**src/sdf_pkg.sv**
```systemverilog
package sdf_pkg;

	localparam int MAX_WORDS = 15;
	localparam int WIDX_W    = $clog2(MAX_WORDS);
	localparam int CNT_W     = 4;
	localparam int BIDX_W    = 7;

	localparam logic [7:0]  HDR0    = 8'h73;
	localparam logic [7:0]  HDR1    = 8'h6E;
	localparam logic [7:0]  HDR2    = 8'h70;
	localparam logic [15:0] HDR_SUM = 16'h0151;

	typedef logic [1:0] kind_t;
	localparam kind_t KIND_DATA = 2'd0;
	localparam kind_t KIND_ACK  = 2'd1;
	localparam kind_t KIND_ERR  = 2'd2;

	typedef struct packed {
		logic              init_sum;
		logic              acc;
		logic              ld_type;
		logic              ld_addr;
		logic              shift;
		logic              store;
		logic [WIDX_W-1:0] widx;
		logic              ld_rsum_hi;
		logic              ld_rsum_lo;
		logic              emit;
		kind_t             kind;
		logic [WIDX_W-1:0] ridx;
		logic              last;
	} sdf_cmd_t;

	typedef struct packed {
		logic             is_h0;
		logic             is_h1;
		logic             is_h2;
		logic             data_present;
		logic [CNT_W-1:0] word_cnt;
		logic             sum_ok;
		logic             out_free;
	} sdf_stat_t;

endpackage

```
**src/sdf_in_if.sv**
```systemverilog
interface sdf_in_if;
	logic       valid;
	logic       ready;
	logic [7:0] rx_byte;

	modport source (output valid, output rx_byte, input ready);
	modport sink (input valid, input rx_byte, output ready);
endinterface

```
**src/sdf_out_if.sv**
```systemverilog
interface sdf_out_if;
	logic        valid;
	logic        ready;
	logic [1:0]  kind;
	logic [8:0]  word_address;
	logic [31:0] word_value;
	logic        failed_flag;
	logic        last;

	modport source (output valid, output kind, output word_address, output word_value,
		output failed_flag, output last, input ready);
	modport sink (input valid, input kind, input word_address, input word_value,
		input failed_flag, input last, output ready);
endinterface

```
**src/sdf_datapath.sv**
```systemverilog
module sdf_datapath
	import sdf_pkg::*;
(
	input  logic        clk,
	input  logic        arst_n,
	input  logic [7:0]  rx_byte,
	input  sdf_cmd_t    cmd,
	output sdf_stat_t   stat,
	output logic        out_valid,
	input  logic        out_ready,
	output logic [1:0]  kind,
	output logic [8:0]  word_address,
	output logic [31:0] word_value,
	output logic        failed_flag,
	output logic        last
);

	logic [7:0]  type_q;
	logic [7:0]  base_q;
	logic [15:0] sum_q;
	logic [15:0] rsum_q;
	logic [31:0] asm_q;
	logic [31:0] store_q [MAX_WORDS];
	logic [31:0] asm_next;
	logic        out_valid_q;
	kind_t       kind_q;
	logic [8:0]  addr_q;
	logic [31:0] value_q;
	logic        failed_q;
	logic        last_q;

	assign asm_next = {asm_q[23:0], rx_byte};

	always_comb begin
		stat.is_h0        = (rx_byte == HDR0);
		stat.is_h1        = (rx_byte == HDR1);
		stat.is_h2        = (rx_byte == HDR2);
		stat.data_present = type_q[7];
		stat.word_cnt     = (type_q[7] && !type_q[6]) ? CNT_W'(1) : type_q[5:2];
		stat.sum_ok       = (sum_q == rsum_q);
		stat.out_free     = !out_valid_q || out_ready;
	end

	always_ff @(posedge clk) begin
		if (cmd.init_sum) begin
			sum_q <= HDR_SUM;
		end else if (cmd.acc) begin
			sum_q <= sum_q + {8'd0, rx_byte};
		end
		if (cmd.ld_type) begin
			type_q <= rx_byte;
		end
		if (cmd.ld_addr) begin
			base_q <= rx_byte;
			asm_q  <= '0;
		end else if (cmd.shift) begin
			asm_q <= asm_next;
		end
		if (cmd.store) begin
			store_q[cmd.widx] <= asm_next;
		end
		if (cmd.ld_rsum_hi) begin
			rsum_q <= {rx_byte, 8'd0};
		end else if (cmd.ld_rsum_lo) begin
			rsum_q <= {rsum_q[15:8], rx_byte};
		end
	end

	always_ff @(posedge clk or negedge arst_n) begin
		if (!arst_n) begin
			out_valid_q <= 1'b0;
		end else if (cmd.emit) begin
			out_valid_q <= 1'b1;
		end else if (out_ready) begin
			out_valid_q <= 1'b0;
		end
	end

	always_ff @(posedge clk) begin
		if (cmd.emit) begin
			kind_q <= cmd.kind;
			last_q <= cmd.last;
			case (cmd.kind)
				KIND_DATA: begin
					addr_q   <= {1'b0, base_q} + {{(9 - WIDX_W){1'b0}}, cmd.ridx};
					value_q  <= store_q[cmd.ridx];
					failed_q <= type_q[0];
				end
				KIND_ACK: begin
					addr_q   <= {1'b0, base_q};
					value_q  <= '0;
					failed_q <= type_q[0];
				end
				default: begin
					addr_q   <= '0;
					value_q  <= '0;
					failed_q <= 1'b0;
				end
			endcase
		end
	end

	assign out_valid    = out_valid_q;
	assign kind         = kind_q;
	assign word_address = addr_q;
	assign word_value   = value_q;
	assign failed_flag  = failed_q;
	assign last         = last_q;

endmodule

```
**src/sdf_ctrl.sv**
```systemverilog
module sdf_ctrl
	import sdf_pkg::*;
(
	input  logic      clk,
	input  logic      arst_n,
	input  logic      in_valid,
	output logic      in_ready,
	input  sdf_stat_t stat,
	output sdf_cmd_t  cmd
);

	typedef enum logic [1:0] {
		ST_HUNT,
		ST_BODY,
		ST_EMIT
	} state_t;

	state_t             state_q;
	logic [1:0]         hm_q;
	logic [BIDX_W-1:0]  bidx_q;
	logic [WIDX_W-1:0]  didx_q;
	logic               take;
	logic [BIDX_W-1:0]  d;
	logic [BIDX_W-1:0]  nbytes;
	logic [CNT_W-1:0]   emit_n;
	logic [WIDX_W-1:0]  wsel;
	logic               in_words;
	logic               at_hi;

	assign in_ready = (state_q != ST_EMIT);
	assign take     = in_valid && in_ready;
	assign d        = bidx_q - BIDX_W'(3);
	assign nbytes   = {{(BIDX_W - CNT_W - 2){1'b0}}, stat.word_cnt, 2'b00};
	assign in_words = (bidx_q >= BIDX_W'(3)) && (d < nbytes);
	assign at_hi    = (bidx_q >= BIDX_W'(3)) && (d == nbytes);
	assign wsel     = WIDX_W'(d >> 2);
	assign emit_n   = (32'(stat.word_cnt) > MAX_WORDS) ? CNT_W'(MAX_WORDS) : stat.word_cnt;

	always_comb begin
		cmd = '0;
		cmd.widx = wsel;
		cmd.ridx = didx_q;
		case (state_q)
			ST_HUNT: begin
				cmd.init_sum = take && (hm_q == 2'd2) && stat.is_h2;
			end
			ST_BODY: begin
				if (take) begin
					if (bidx_q == BIDX_W'(1)) begin
						cmd.ld_type = 1'b1;
						cmd.acc     = 1'b1;
					end else if (bidx_q == BIDX_W'(2)) begin
						cmd.ld_addr = 1'b1;
						cmd.acc     = 1'b1;
					end else if (in_words) begin
						cmd.acc   = 1'b1;
						cmd.shift = 1'b1;
						cmd.store = (d[1:0] == 2'd3) && (32'(d >> 2) < MAX_WORDS);
					end else if (at_hi) begin
						cmd.ld_rsum_hi = 1'b1;
					end else begin
						cmd.ld_rsum_lo = 1'b1;
					end
				end
			end
			ST_EMIT: begin
				if (stat.out_free) begin
					if (!stat.sum_ok) begin
						cmd.emit = 1'b1;
						cmd.kind = KIND_ERR;
						cmd.last = 1'b1;
					end else if (!stat.data_present) begin
						cmd.emit = 1'b1;
						cmd.kind = KIND_ACK;
						cmd.last = 1'b1;
					end else if (emit_n != '0) begin
						cmd.emit = 1'b1;
						cmd.kind = KIND_DATA;
						cmd.last = ({1'b0, didx_q} + 5'd1) == {1'b0, emit_n};
					end
				end
			end
			default: begin
				cmd = '0;
			end
		endcase
	end

	always_ff @(posedge clk or negedge arst_n) begin
		if (!arst_n) begin
			state_q <= ST_HUNT;
			hm_q    <= '0;
			bidx_q  <= '0;
			didx_q  <= '0;
		end else begin
			case (state_q)
				ST_HUNT: begin
					if (take) begin
						if (hm_q == 2'd2 && stat.is_h2) begin
							hm_q    <= '0;
							bidx_q  <= BIDX_W'(1);
							state_q <= ST_BODY;
						end else if (hm_q == 2'd1 && stat.is_h1) begin
							hm_q <= 2'd2;
						end else begin
							hm_q <= {1'b0, stat.is_h0};
						end
					end
				end
				ST_BODY: begin
					if (take) begin
						if (cmd.ld_rsum_lo) begin
							bidx_q  <= '0;
							didx_q  <= '0;
							state_q <= ST_EMIT;
						end else begin
							bidx_q <= bidx_q + BIDX_W'(1);
						end
					end
				end
				ST_EMIT: begin
					if (stat.out_free) begin
						if (!cmd.emit || cmd.last) begin
							state_q <= ST_HUNT;
						end else begin
							didx_q <= didx_q + WIDX_W'(1);
						end
					end
				end
				default: begin
					state_q <= ST_HUNT;
				end
			endcase
		end
	end

endmodule

```
**src/sensor_packet_deframer_sum16_top.sv**
```systemverilog
// channel  dir  payload                                          handshake
// rx       in   rx_byte[7:0]                                     valid/ready
// res      out  kind[1:0] word_address[8:0] word_value[31:0]     valid/ready
//               failed_flag last
// one byte per cycle while hunting and framing; rx.ready is low from the cycle after
// the last checksum byte until the final result of that packet is loaded
// results leave one per cycle from the output register while res.ready is high, up to 15 per packet
// a packet with no result holds rx.ready low one cycle, longer while res is full
// a stalled res side holds the output register, and rx.ready with it only while
// a packet drains; arst_n clears the controller and the output valid, no clearing pass
module sensor_packet_deframer_sum16_top
	import sdf_pkg::*;
(
	input logic       clk,
	input logic       arst_n,
	sdf_in_if.sink    rx,
	sdf_out_if.source res
);

	sdf_cmd_t  cmd;
	sdf_stat_t stat;

	sdf_ctrl u_ctrl (
		.clk      (clk),
		.arst_n   (arst_n),
		.in_valid (rx.valid),
		.in_ready (rx.ready),
		.stat     (stat),
		.cmd      (cmd)
	);

	sdf_datapath u_dp (
		.clk          (clk),
		.arst_n       (arst_n),
		.rx_byte      (rx.rx_byte),
		.cmd          (cmd),
		.stat         (stat),
		.out_valid    (res.valid),
		.out_ready    (res.ready),
		.kind         (res.kind),
		.word_address (res.word_address),
		.word_value   (res.word_value),
		.failed_flag  (res.failed_flag),
		.last         (res.last)
	);

endmodule
```
**src/flat_wrapper.sv**
```systemverilog
// flat-port wrapper written by rule: the top's interface ports become plain ports
module sensor_packet_deframer_sum16_top_flat import sdf_pkg::*;
  (clk, arst_n, rx_valid, rx_rx_byte, rx_ready, res_valid, res_kind, res_word_address, res_word_value, res_failed_flag, res_last, res_ready);
  sdf_in_if rx_i ();
  sdf_out_if res_i ();
  input logic clk;
  input logic arst_n;
  input wire logic [$bits(rx_i.valid)-1:0] rx_valid;
  input wire logic [$bits(rx_i.rx_byte)-1:0] rx_rx_byte;
  output wire logic [$bits(rx_i.ready)-1:0] rx_ready;
  output wire logic [$bits(res_i.valid)-1:0] res_valid;
  output wire logic [$bits(res_i.kind)-1:0] res_kind;
  output wire logic [$bits(res_i.word_address)-1:0] res_word_address;
  output wire logic [$bits(res_i.word_value)-1:0] res_word_value;
  output wire logic [$bits(res_i.failed_flag)-1:0] res_failed_flag;
  output wire logic [$bits(res_i.last)-1:0] res_last;
  input wire logic [$bits(res_i.ready)-1:0] res_ready;
  assign rx_i.valid = rx_valid;
  assign rx_i.rx_byte = rx_rx_byte;
  assign rx_ready = rx_i.ready;
  assign res_valid = res_i.valid;
  assign res_kind = res_i.kind;
  assign res_word_address = res_i.word_address;
  assign res_word_value = res_i.word_value;
  assign res_failed_flag = res_i.failed_flag;
  assign res_last = res_i.last;
  assign res_i.ready = res_ready;
  sensor_packet_deframer_sum16_top u_core (.clk(clk), .arst_n(arst_n), .rx(rx_i), .res(res_i));
endmodule
```
**config.mk**
```make
export PLATFORM = sky130hd
export DESIGN_NAME = sensor_packet_deframer_sum16_top_flat
export DESIGN_NICKNAME = d
export VERILOG_FILES = /design/src/sdf_pkg.sv /design/src/sdf_in_if.sv /design/src/sdf_out_if.sv /design/src/sdf_datapath.sv /design/src/sdf_ctrl.sv /design/src/sensor_packet_deframer_sum16_top.sv /design/src/flat_wrapper.sv
export SDC_FILE = /design/constraint.sdc
export NUM_CORES = 1
export LEC_CHECK = 0
export BUFFER_PORTS_ARGS = -buffer_cell sky130_fd_sc_hd__buf_2
export CAP_MARGIN = 25
export CELL_PAD_IN_SITES_DETAIL_PLACEMENT = 0
export CELL_PAD_IN_SITES_GLOBAL_PLACEMENT = 2
export CORE_MARGIN = 2
export CORE_UTILIZATION = 52
export DETAILED_ROUTE_END_ITERATION = 12
export PLACE_DENSITY_LB_ADDON = 0.2
export SYNTH_ARGS = -nofsm -noshare
export SYNTH_HDL_FRONTEND = slang
export SYNTH_HIERARCHICAL = 1
export SYNTH_SLANG_ARGS = --single-unit
```
**constraint.sdc**
```tcl
create_clock -name clk -period 15.48 [get_ports clk]
set_input_delay 0.774 -clock clk [delete_from_list [all_inputs] [get_ports clk]]
set_output_delay 0.774 -clock clk [all_outputs]
set_load 0.02 [all_outputs]
```
# == After elaboration in Yosys (flattened, before gate mapping) ==
# Memories as Yosys holds them, arrays and structs flattened. A register that Yosys moved wholly into a read port is not among the register bits.
# Cells that the tools add are included.
# totals
register_bits,101
ramBits,480
out_inout_bits,47
word_cells,131
memories,1
# mem_list
memory,words,width,rd,rd_clocked_by_memory_dff,write_ports,line,source
u_core.u_dp.store_q,15,32,1,1,1,sdf_datapath.sv:23,logic [31:0] store_q [MAX_WORDS];
# op_classes
add_sub_neg,6
magnitude_cmp,3
eq_ne,22
n_mux,57
n_reduce_logical,27
# ops
operator,n
2-bit 2-to-1 mux,15
4-bit 2-to-1 mux,7
7-bit 2-to-1 mux,4
8-bit by 7-bit == test with 1-bit output (second input constant),3
3-bit 2-to-1 mux,6
9-bit case mux with 2 select lines,1
1-bit 2-to-1 mux,17
16-bit by 8-bit adder with 16-bit output,1
16-bit == test,1
16-bit 2-to-1 mux,1
7-bit case mux with 2 select lines,1
2-bit inequality test (second input constant),6
5-bit 2-to-1 mux,2
8-bit by 4-bit adder with 9-bit output,1
1-bit logical AND,9
8-bit 2-to-1 mux,1
4-bit case mux with 2 select lines,1
7-bit by 1-bit adder with 7-bit output (second input constant),1
7-bit by 1-bit == test with 1-bit output (second input constant),1
7-bit by 2-bit == test with 1-bit output (second input constant),1
7-bit by 6-bit == test with 1-bit output,1
7-bit by 2-bit >= comparator with 1-bit output (second input constant),1
7-bit by 6-bit < comparator with 1-bit output,1
7-bit by 2-bit subtractor with 7-bit output (second input constant),1
19 further kinds,31

# == Logic depth before layout (Yosys ltp) ==
# Gate-level depths: netlist of run 1.
# depth
ltp_word,14
mapped_depth,16

# == By module ==
# The synthesis of run 1 kept the hierarchy.
# by_module_without_submodules
module,instances,cells_each,area_each_um2,seq_area_each_um2
sdf_datapath,1,1213,23065.9,17441.7
sdf_ctrl,1,166,1363.8,375.4

# == Worst setup path before layout of run 1 ==
# OpenSTA, ideal clock, no wires.
# synth_path
path_kind,register to register
from,register u_core.u_ctrl.bidx_q[0]
to,memory u_core.u_dp.store_q[0][0] (enable)
setup_ps,461
t_arrival_ps,5446
t_required_ps,15019
slack_ps,9573
path_stages_with_launch,12
period_less_slack_ps,5907
path_cell_list,dfrtp_1 -> ha_1 -> nor3_4 -> xnor2_1 -> inv_1 -> ha_1 -> and4b_1 -> a211oi_1 -> nand3_4 -> nor4_1 -> or3b_2 -> nor3_1
# synth_rtl
element,line,source
"start, declared",sdf_ctrl.sv:20,logic [BIDX_W-1:0] bidx_q;
"start signal, assigned",sdf_ctrl.sv:117,bidx_q <= bidx_q + BIDX_W'(1);
"end, declared",sdf_datapath.sv:23,

==> impl_metrics.toml, run 1 <==
[run_status]
outcome = "complete, no violations"

[setup_path]
crit_path_start_kind = "register"
r2r-end = "u_core/u_dp/store_q[11][30]$_DFFE_PP_"
r2r_cells = 12
crit_chain = "ha_1, nor3_4, xnor2_1, inv_1, ha_1, and4b_1, a211oi_1, nand3_4, nor4_1, nand3b_1, nor2_4, buf_4"
cp.required_ns = 15.72
crit_family = "simple AND/OR/NAND/NOR gates"
cp_max_fo = 18
crit_buf_inv = 2
arrival_ns = 5.32
r2r-start = "u_core/u_ctrl/bidx_q[0]$_DFFE_PN0P_"
crit_top_cell = "ha_1"
slowest_stage = "nor4_1"
endpoint_kind = "register"
cpPeakStageDelay_ns = 0.68
reg2reg_slack_ns = 10.40
critical_path_class = "register to register"

[power]
seq_power_share_pct = 53.6
p_int_uw = 2690
power.clock.fraction_pct = 45.9
comb_power_share_pct = 0.5
p_sw_share_pct = 18.9
cellPowerDensity_nw_per_um2 = 119
netSwitchingPower_uw = 628
p_leak_uw = 0.00982
irDropWorstVdd_v = 0.0000738

[final_layout]
n_antenna_cell = 0
final_util_pct = 60.0
multi_input_area_um2 = 6400
layout.nets = 1512
syn_to_final_growth_pct = 14.0
ff_latch_area_um2 = 17800
drive_gt1_share_pct = 21.5
num-fill-cells = 3389

[yosys]
ys_seq_elements = 612
ys_types = 68
synth_top_area_share_pct = 67.4
synth_nets = 1414
ys_seq_area_share_pct = 72.9
synth.top_cells.by_count = "548 x edfxtp_1, 103 x mux2i_1, 96 x mux4_2"
synth_flop_cell = "edfxtp_1"
netlist_area_um2 = 24400
syn_avg_cell_area_um2 = 17.7
yosysWarnings = 6
synth_area_leader_cell = "edfxtp_1"
synth_edf_count = 548
yosysMostFrequentCell = "edfxtp_1"
netlist_instances = 1379
synth.area.top_cells = "edfxtp_1 67%, mux4_2 8.9%, mux2i_1 4.2%, dfxtp_1 3.9%, dfrtp_1 1.6%"
async_flop_share_pct = 2.61

[sta]
fin_crit_ns = 5.08
fmax_mhz = 197
clock-skew-final_ns = 0.0114
slew_headroom_pct = 29.8
rsz0062_at_grt = "false"
finalSetupTns_ns = 0
hold_slack_ns = 0.121
hold_viol_final = 0
setup_viol = 0
worst_pin_slew_ns = 1.05
drv_slew = 0
fin_crit_sh_pct = 32.8

[min_path]
min_path_type = "primary input to async pin"

[clocking]
post-cts-setup-buffers = 0
h-tree-depth = 3
hold_buffers = 0
cts_resized = 0
clkTransAtPathRegs_ns = 0.06
cts_tree = "yes"
insertion_delay_ns = 0.57
cts_root_buf = "clkbuf_16"
cts_num_sinks = 612
cts_buffers = 66
clock_path_buffers = 3

[placement]
io_buffer_count = 58
gp_congestion = 0.769
dp_hpwl_um = 30500

[floorplanning]
rows = 79
io_pins = 59
coreArea_um2 = 46500
die_w_um = 221
start_util_pct = 52.6
dieArea_um2 = 48700
die_h_um = 221

[drt]
wl_per_cell_um = 24.6
vias_per_cell = 5.85
drc_errors = 0
first_iter_violations = 904
routed_wl_um = 52500
dr.pass1.iters = 5
ant_nets = 0
num_vias = 12500

[job]
drv_cap = 0

[global_route]
grt_pass1_wl_um = 79600
grt_pass1_vias = 12700
grt_antenna_before_repair = 0
track_usage_pct = 22.4
grt_max_degree = 84
gr-total-overflow = 0
## routing by layer
metal / vias up / GRT usage (%) / wire length, um
met5: - / 0 / 0
met4: 0 / 6.60 / 960
met3: 61 / 3.88 / 2580
met2: 318 / 36.2 / 26000
met1: 6475 / 31.6 / 22900
li1: 5640 / - / -
## worst max path at each step
| stage | slack (ns) | cells after the start | from | endpoint |
|---|---|---|---|---|
| after global routing | 10.10 | 12 | u_core/u_ctrl/bidx_q[0]$_DFFE_PN0P_ | u_core/u_dp/store_q[11][30]$_DFFE_PP_ |
| after detailed placement | 10.44 | 11 | u_core/u_ctrl/bidx_q[0]$_DFFE_PN0P_ | u_core/u_dp/store_q[2][18]$_DFFE_PP_ |
| after global placement | 10.57 | 11 | u_core/u_ctrl/bidx_q[0]$_DFFE_PN0P_ | u_core/u_dp/store_q[3][18]$_DFFE_PP_ |
| final | 10.40 | 12 | u_core/u_ctrl/bidx_q[0]$_DFFE_PN0P_ | u_core/u_dp/store_q[11][30]$_DFFE_PP_ |
| after CTS | 10.40 | 11 | u_core/u_ctrl/bidx_q[0]$_DFFE_PN0P_ | u_core/u_dp/store_q[2][5]$_DFFE_PP_ |
| after floorplan | 9.57 | 11 | u_core/u_ctrl/bidx_q[0]$_DFFE_PN0P_ | u_core/u_dp/store_q[0][0]$_DFFE_PP_ |
## sequential cells by signal, summed over array words and instances, names as in the netlist
| name | cells |
|---|---|
| u_core/u_dp/out_valid | 1 |
| u_core/u_dp/sum_q | 16 |
| u_core/u_dp/store_q | 480 |
| u_core/u_dp/word_value | 32 |
| u_core/u_dp/kind | 2 |
| u_core/u_dp/last | 1 |
| u_core/u_ctrl/bidx_q | 7 |
| u_core/u_dp/asm_q | 24 |
| u_core/u_ctrl/didx_q | 4 |
| u_core/u_dp/base_q | 8 |
| u_core/u_dp/type_q | 7 |
| u_core/u_dp/word_address | 9 |
| u_core/u_dp/rsum_q | 16 |
| u_core/u_ctrl/state_q | 2 |
| u_core/u_ctrl/hm_q | 2 |
| u_core/u_dp/failed_flag | 1 |
## layout by cell type, fill, tap and decap left out, drive strengths merged, types with 3 or more instances in the layout
cell and n:
and4 3, o21ai 75, nor2b 11, buf 94, ha 21, nand3 13, xnor2 31, inv 22
o21a 3, a21o 6, a22oi 32, mux2i 103, clkinv 18, a21oi 28, nor3b 3, dfrtp 16
a211o 3, xor2 9, nand2b 8, nand4 10, mux4 96, or4 3, nor3 13, mux2 3
a211oi 3, bufinv 4, and2 15, o211ai 4, dfxtp 48, nand3b 5, or3 4, nor4 5
nor2 80, clkbuf 93, nand2 61, o31ai 4, edfxtp 548
## kinds of logic (layout without fill, tap and decap cells)
logic type / Yosys count / in the layout / share of synthesized area (%)
AO/OA/AOI/OAI: 169 / 169 / 4.33
XOR/XNOR: 40 / 40 / 1.43
adder cells (fa/ha/maj): 23 / 23 / 1.24
buffers and inverters: 84 / 233 / 1.58
flip-flops: 612 / 612 / 72.9
multiplexers: 202 / 202 / 13.2
AND/OR/NAND/NOR: 249 / 249 / 5.28
## stage by stage
stage | std cells | power, uW | worst slack [ns] | area (um^2)
floorplan | 1379 | 1820 | 9.57 | 24400
global placement | 2007 | 1830 | 10.57 | 25500
detailed placement | 2012 | 1830 | 10.44 | 25700
CTS | 2131 | 3360 | 10.40 | 27800
global route | 2135 | 3430 | 10.10 | 27900
finish | 2135 | 3320 | 10.40 | 27900
## layout make-up
class	instances	area share [%]
clock buffer	93	6.70
clock inverter	26	0.853
inverter	20	0.269
multi-input combinational	683	23.0
sequential	612	64.0
tap	607	2.73
timing repair buffer	94	2.53
## power by group through the flow
stage               Combinational, uW  Clock [uW]  Sequential [uW]
finish                           17.9        1520             1780
global route                     19.9        1630             1780
CTS                              18.5        1560             1780
detailed placement               18.6           0             1810
global placement                 17.8           0             1810
floorplan                        4.72           0             1810
(Power assumes the default switching activity.)
==> run 2: changes to the inputs <==
--- a/config.mk
+++ b/config.mk
@@ -5,12 +5,13 @@
 export SDC_FILE = /design/constraint.sdc
 export NUM_CORES = 1
 export LEC_CHECK = 0
+export ABC_AREA = 1
 export BUFFER_PORTS_ARGS = -buffer_cell sky130_fd_sc_hd__buf_2
 export CAP_MARGIN = 25
 export CELL_PAD_IN_SITES_DETAIL_PLACEMENT = 0
 export CELL_PAD_IN_SITES_GLOBAL_PLACEMENT = 2
 export CORE_MARGIN = 2
-export CORE_UTILIZATION = 52
+export CORE_UTILIZATION = 43
 export DETAILED_ROUTE_END_ITERATION = 12
 export PLACE_DENSITY_LB_ADDON = 0.2
 export SYNTH_ARGS = -nofsm -noshare
==> constraint.sdc (replaced) <==
create_clock -name clk -period 4.9 [get_ports clk]
set_input_delay 0.245 -clock clk [delete_from_list [all_inputs] [get_ports clk]]
set_output_delay 0.245 -clock clk [all_outputs]
set_load 0.02 [all_outputs]
==> run 2 against run 1 <==
Effect of this change:
- clock power grew to 3.1 times the previous value
- synthesized area is 5.2% higher
- first-iteration DRC count is 53% higher
- sequential cell count stayed put
- wire length is 36% higher
- largest power group unchanged
==> impl_metrics.toml, run 2 <==
[sta]
fmax_mhz = 244
hold_viol_final = 0
clock-skew-final_ns = 0.0278
hold_slack_ns = 0.114
setup_viol = 0
rsz0062_at_grt = "false"
finalSetupTns_ns = 0
fin_crit_sh_pct = 83.7
fin_crit_ns = 4.10
fin_ws_ns = 0.798
drv_slew = 0
slew_headroom_pct = 29.5
worst_pin_slew_ns = 1.06

[min_path]
min_path_type = "primary input to async pin"

[drt]
vias_per_cell = 5.42
drc_errors = 0
num_vias = 17000
first_iter_violations = 1379
routed_wl_um = 71500
ant_nets = 0
dr.pass1.iters = 5
wl_per_cell_um = 22.8

[clocking]
clock_path_buffers = 3
cts_tree = "yes"
clkTransAtPathRegs_ns = 0.06
cts_buffers = 67
h-tree-depth = 3
cts_root_buf = "clkbuf_16"
cts_num_sinks = 612
insertion_delay_ns = 0.60

[yosys]
ys_seq_area_share_pct = 69.3
synth_area_leader_cell = "edfxtp_1"
syn_avg_cell_area_um2 = 11.4
synth_flop_cell = "edfxtp_1"
synth_top_area_share_pct = 64.0
async_flop_share_pct = 2.61
synth_nets = 2297
ys_types = 48
synth_edf_count = 548
yosysMostFrequentCell = "edfxtp_1"
netlist_instances = 2262
yosysWarnings = 6
ys_seq_elements = 612
synth.area.top_cells = "edfxtp_1 64%, nand2_1 7.1%, nor2_1 4.4%, dfxtp_1 3.7%, nand3_1 3.6%"
netlist_area_um2 = 25700
synth.top_cells.by_count = "548 x edfxtp_1, 483 x nand2_1, 300 x nor2_1"

[floorplanning]
die_w_um = 248
start_util_pct = 43.5
coreArea_um2 = 59000
die_h_um = 248
rows = 89
io_pins = 59
dieArea_um2 = 61700

[global_route]
grt_max_degree = 193
gr-total-overflow = 0
grt_antenna_before_repair = 2
track_usage_pct = 23.1
grt_pass1_vias = 16600
grt_pass1_wl_um = 106000

[setup_path]
critical_path_class = "register to register"
cp_max_fo = 17
startpoint = "u_core/u_ctrl/bidx_q[0]$_DFFE_PN0P_"
cp.required_ns = 5.19
setup.worst_path.end = "u_core/u_dp/store_q[14][18]$_DFFE_PP_"
r2r_cells = 16
endpoint_kind = "register"
reg2reg_slack_ns = 0.80
r2r-start = "u_core/u_ctrl/bidx_q[0]$_DFFE_PN0P_"
arrival_ns = 4.40
crit_path_start_kind = "register"
r2r-end = "u_core/u_dp/store_q[14][18]$_DFFE_PP_"

[final_layout]
final_common_cell = "edfxtp_1"
largest_register_ffs = 480
final_util_pct = 49.0
n_antenna_cell = 0
drive_gt1_share_pct = 11.8
regMostFlops = "u_core/u_dp/store_q"
finish.instance_area_um2 = 28900
layout.nets = 2352
layout_common_cells = "548 x edfxtp_1, 483 x nand2_1, 279 x nor2_1"
syn_to_final_growth_pct = 12.6
num-fill-cells = 5371

[placement]
pre_cts_ws_ns = 0.844
dp_hpwl_um = 41400
gp_congestion = 0.823
io_buffer_count = 58
dpl_cell_area_um2 = 26900

[run_status]
outcome = "complete, no violations"

[job]
drv_cap = 0

[power]
p_leak_uw = 0.0107
cellPowerDensity_nw_per_um2 = 362
irDropWorstVdd_v = 0.000239
-- run 2: how the worst min path moves through the flow --
stage                     startpoint  slack (ns)  depth (start not counted)                             endpoint
after global placement        arst_n        0.20                          1    u_core/u_dp/out_valid$_DFFE_PN0P_
after CTS                     arst_n        0.11                          2  u_core/u_ctrl/didx_q[2]$_DFFE_PN0P_
after global routing          arst_n        0.14                          2  u_core/u_ctrl/didx_q[2]$_DFFE_PN0P_
after floorplan               arst_n       -0.05                          0  u_core/u_ctrl/bidx_q[0]$_DFFE_PN0P_
final                         arst_n        0.11                          2    u_core/u_dp/out_valid$_DFFE_PN0P_
after detailed placement      arst_n        0.21                          1    u_core/u_dp/out_valid$_DFFE_PN0P_
-- run 2: repair_timing --
action / CTS / global route
hold buffers: 2 / 0
endpoints found under the hold margin: 17 / 0
gates resized for setup: 0 / 0
setup buffers: 0 / 0
-- run 2: worst max-delay path, stage by stage (launching register included) --
cell and delay [ns]:
dfrtp_1 0.42, ha_1 0.23, inv_1 0.11, nand2_1 0.08, xor2_1 0.20, inv_1 0.10, ha_1 0.32, nand2_1 0.07
nand2_1 0.05, nand2_1 0.05, nand3b_1 0.12, nor2_4 0.18, nand4_1 0.11, nor3_1 0.60, nand3_1 0.39, nor2_4 0.53
buf_12 0.24
-- run 2: layer usage --
metal / GRT usage [%] / vias up / wire length (um)
met5: 0 / - / 0
met2: 37.7 / 506 / 34400
li1: - / 8010 / -
met1: 31.9 / 8434 / 31300
met4: 5.71 / 0 / 1140
met3: 4.35 / 78 / 4660
-- run 2: final cells by class --
| class | instances | area [um^2] | area share (%) |
|---|---|---|---|
| inverter | 99 | 379 | 1.31 |
| timing repair buffer | 104 | 753 | 2.60 |
| sequential | 612 | 17800 | 61.6 |
| clock buffer | 92 | 1820 | 6.30 |
| multi-input combinational | 1433 | 6990 | 24.2 |
| tap | 773 | 967 | 3.34 |
| clock inverter | 27 | 211 | 0.731 |
-- run 2: power breakdown --
| part | switching, uW | leakage (uW) | internal (uW) |
|---|---|---|---|
| Sequential | 6.02 | 0.00577 | 5620 |
| Clock | 2010 | 0.000988 | 2720 |
| Combinational | 90.0 | 0.00398 | 35.0 |
-- run 2: kinds of logic after synthesis --
group           share of synthesized area [%]
xor+xnor                                0.750
buf+inv                                  4.10
mux                                    0.0438
simple gates                             17.5
compound gates                           7.14
flops                                    69.3
fa+ha+maj                                1.18
-- run 2: stage by stage --
step           total power, uW  instances
4_1_cts                  10600       3140
3_5_place_dp              5860       3019
2_1_floorplan             5800       2262
3_3_place_gp              5860       3019
5_1_grt                  10800       3140
6_report                 10500       3140
==> run 3: changes to the inputs <==
==> constraint.sdc (replaced) <==
create_clock -name clk -period 3.95 [get_ports clk]
set_input_delay 0.1975 -clock clk [delete_from_list [all_inputs] [get_ports clk]]
set_output_delay 0.1975 -clock clk [all_outputs]
set_load 0.02 [all_outputs]
==> run 3 against run 2 <==
Effect of this change:
- sequential cell count is the same
- register-to-register slack worse by 0.42 ns
- wire length is 3.2% lower
- clock power grew 34%
- combinational power grew 24%
- die area stayed put
- via count shrank 0.69%
==> impl_metrics.toml, run 3 (synthesis gave the netlist of run 2 again) <==
[clocking]
h-tree-depth = 3
insertion_delay_ns = 0.59
cts_num_sinks = 612
clkTransAtPathRegs_ns = 0.06
cts_buffers = 67
cts_root_buf = "clkbuf_16"
clock_path_buffers = 3
cts_tree = "yes"
cts_resized = 0

[sta]
worst_pin_slew_ns = 1.01
rsz0062_at_grt = "false"
fin_crit_sh_pct = 90.5
setup_viol = 0
fin_crit_ns = 3.57
slew_headroom_pct = 32.2
fin_ws_ns = 0.376
drv_slew = 0
clock-skew-final_ns = 0.0175
hold_viol_final = 0
fmax_mhz = 280

[placement]
dp_hpwl_um = 40100
io_buffer_count = 58
pre_cts_ws_ns = 0.428
dpl_cell_area_um2 = 27100
gp_congestion = 0.809

[power]
seq_power_share_pct = 51.9
cellPowerDensity_nw_per_um2 = 458
irDropWorstVdd_v = 0.000338
power.clock.fraction_pct = 46.9
p_sw_share_pct = 19.5
netSwitchingPower_uw = 2630
p_int_uw = 10800
p_leak_uw = 0.0109
comb_power_share_pct = 1.2

[final_layout]
layout_common_cells = "548 x edfxtp_1, 483 x nand2_1, 279 x nor2_1"
n_antenna_cell = 0
regMostFlops = "u_core/u_dp/store_q"
final_common_cell = "edfxtp_1"
layout.nets = 2358
syn_to_final_growth_pct = 14.2
largest_register_ffs = 480
finish.instance_area_um2 = 29400
drive_gt1_share_pct = 12.5

[global_route]
grt_max_degree = 175
grt_antenna_before_repair = 0
grt_pass1_wl_um = 105000
gr-total-overflow = 0
grt_pass1_vias = 16700
track_usage_pct = 22.5

[setup_path]
crit_top_cell = "nand2_1"
cp.required_ns = 4.22
r2r-end = "u_core/u_dp/store_q[14][18]$_DFFE_PP_"
cp_max_fo = 32
r2r-start = "u_core/u_ctrl/bidx_q[0]$_DFFE_PN0P_"
crit_chain = "ha_1, inv_1, nand2_1, xor2_1, inv_1, ha_1, nand2_1, nand2_1, nand2_1, nand3b_1, nor2_4, nand4_1, nor3_1, buf_4, nand3_1, nor2_4, buf_12"
reg2reg_slack_ns = 0.38
critical_path_class = "register to register"
slowest_stage = "dfrtp_1"
crit_path_start_kind = "register"
r2r_cells = 17
cpPeakStageDelay_ns = 0.43
endpoint_kind = "register"
arrival_ns = 3.85

[min_path]
worstHoldStart = "rx_rx_byte[1]"
worstHoldPathCells = 1
min_path_type = "primary input to register"
hold-path-endpoint = "u_core/u_dp/base_q[1]$_DFFE_PP_"

[drt]
dr.pass1.iters = 5
drc_errors = 0
num_vias = 16900
vias_per_cell = 5.37
first_iter_violations = 1366
ant_nets = 0
routed_wl_um = 69200
wl_per_cell_um = 22.0

[floorplanning]
io_pins = 59
dieArea_um2 = 61700
start_util_pct = 43.5
rows = 89
die_w_um = 248
die_h_um = 248
coreArea_um2 = 59000

[job]
drv_cap = 0

[run_status]
outcome = "complete, no violations"
[run 3: metrics by stage]
step	power, uW	setup TNS [ns]	hold slack, ns	util, %	cells
floorplan	7190	-71.35	-0.0981	-	2262
global placement	7280	0	0.173	46.0	3025
detailed placement	7280	0	0.176	46.0	3025
CTS	13600	0	0.00227	49.7	3148
global route	13900	0	0.0121	49.7	3148
finish	13500	0	0.0230	49.7	3148
[run 3: how the worst max path moves through the flow]
| stage | cells past startpoint | endpoint | startpoint | slack [ns] |
|---|---|---|---|---|
| final | 17 | u_core/u_dp/store_q[14][18]$_DFFE_PP_ | u_core/u_ctrl/bidx_q[0]$_DFFE_PN0P_ | 0.38 |
| after global routing | 17 | u_core/u_dp/store_q[12][20]$_DFFE_PP_ | u_core/u_ctrl/bidx_q[0]$_DFFE_PN0P_ | 0.07 |
| after CTS | 17 | u_core/u_dp/store_q[14][12]$_DFFE_PP_ | u_core/u_ctrl/bidx_q[0]$_DFFE_PN0P_ | 0.41 |
| after detailed placement | 17 | u_core/u_dp/store_q[14][19]$_DFFE_PP_ | u_core/u_ctrl/bidx_q[0]$_DFFE_PN0P_ | 0.43 |
| after global placement | 17 | u_core/u_dp/store_q[14][15]$_DFFE_PP_ | u_core/u_ctrl/bidx_q[0]$_DFFE_PN0P_ | 0.53 |
| after floorplan | 15 | u_core/u_dp/store_q[10][0]$_DFFE_PP_ | u_core/u_ctrl/bidx_q[0]$_DFFE_PN0P_ | -0.17 |
[run 3: layer usage]
| metal | wire length (um) | part of all wire [%] | up-vias | global-route usage, % |
|---|---|---|---|---|
| met3 | 3980 | 5.8 | 92 | 3.63 |
| li1 | - | - | 8036 | - |
| met2 | 33200 | 48 | 482 | 37.2 |
| met4 | 1410 | 2.0 | 0 | 6.55 |
| met1 | 30600 | 44 | 8300 | 30.6 |
| met5 | 0 | 0 | - | 0 |
[run 3: layout make-up]
cell class / count / area (um^2)
repair buffers: 110 / 986
well taps: 773 / 967
flip-flops and latches: 612 / 17800
clock buffers: 80 / 1780
fillers: 5253 / 29700
multi-input cells: 1433 / 6990
clock inverters: 41 / 437
inverters: 99 / 379
[run 3: power groups by stage]
stage	registers [uW]	clock network (uW)	logic, uW
finish	6980	6310	155
global route	6980	6720	173
CTS	6980	6450	157
detailed placement	7120	0	155
global placement	7120	0	155
floorplan	7120	0	75.3
[run 3: critical path: cells and delay by family, from the launching register on]
kind	cells	cell delay, ns
AND/OR/NAND/NOR	10	1.40
flip-flops	1	0.43
XOR/XNOR	1	0.21
adder cells (fa/ha/maj)	2	0.55
buffers and inverters	4	0.63
[run 3: timing repair]
action / in CTS / in global routing
hold endpoints to repair: 17 / 0
setup buffers: 0 / 0
setup endpoints to repair: 0 / 0
hold buffers: 2 / 0
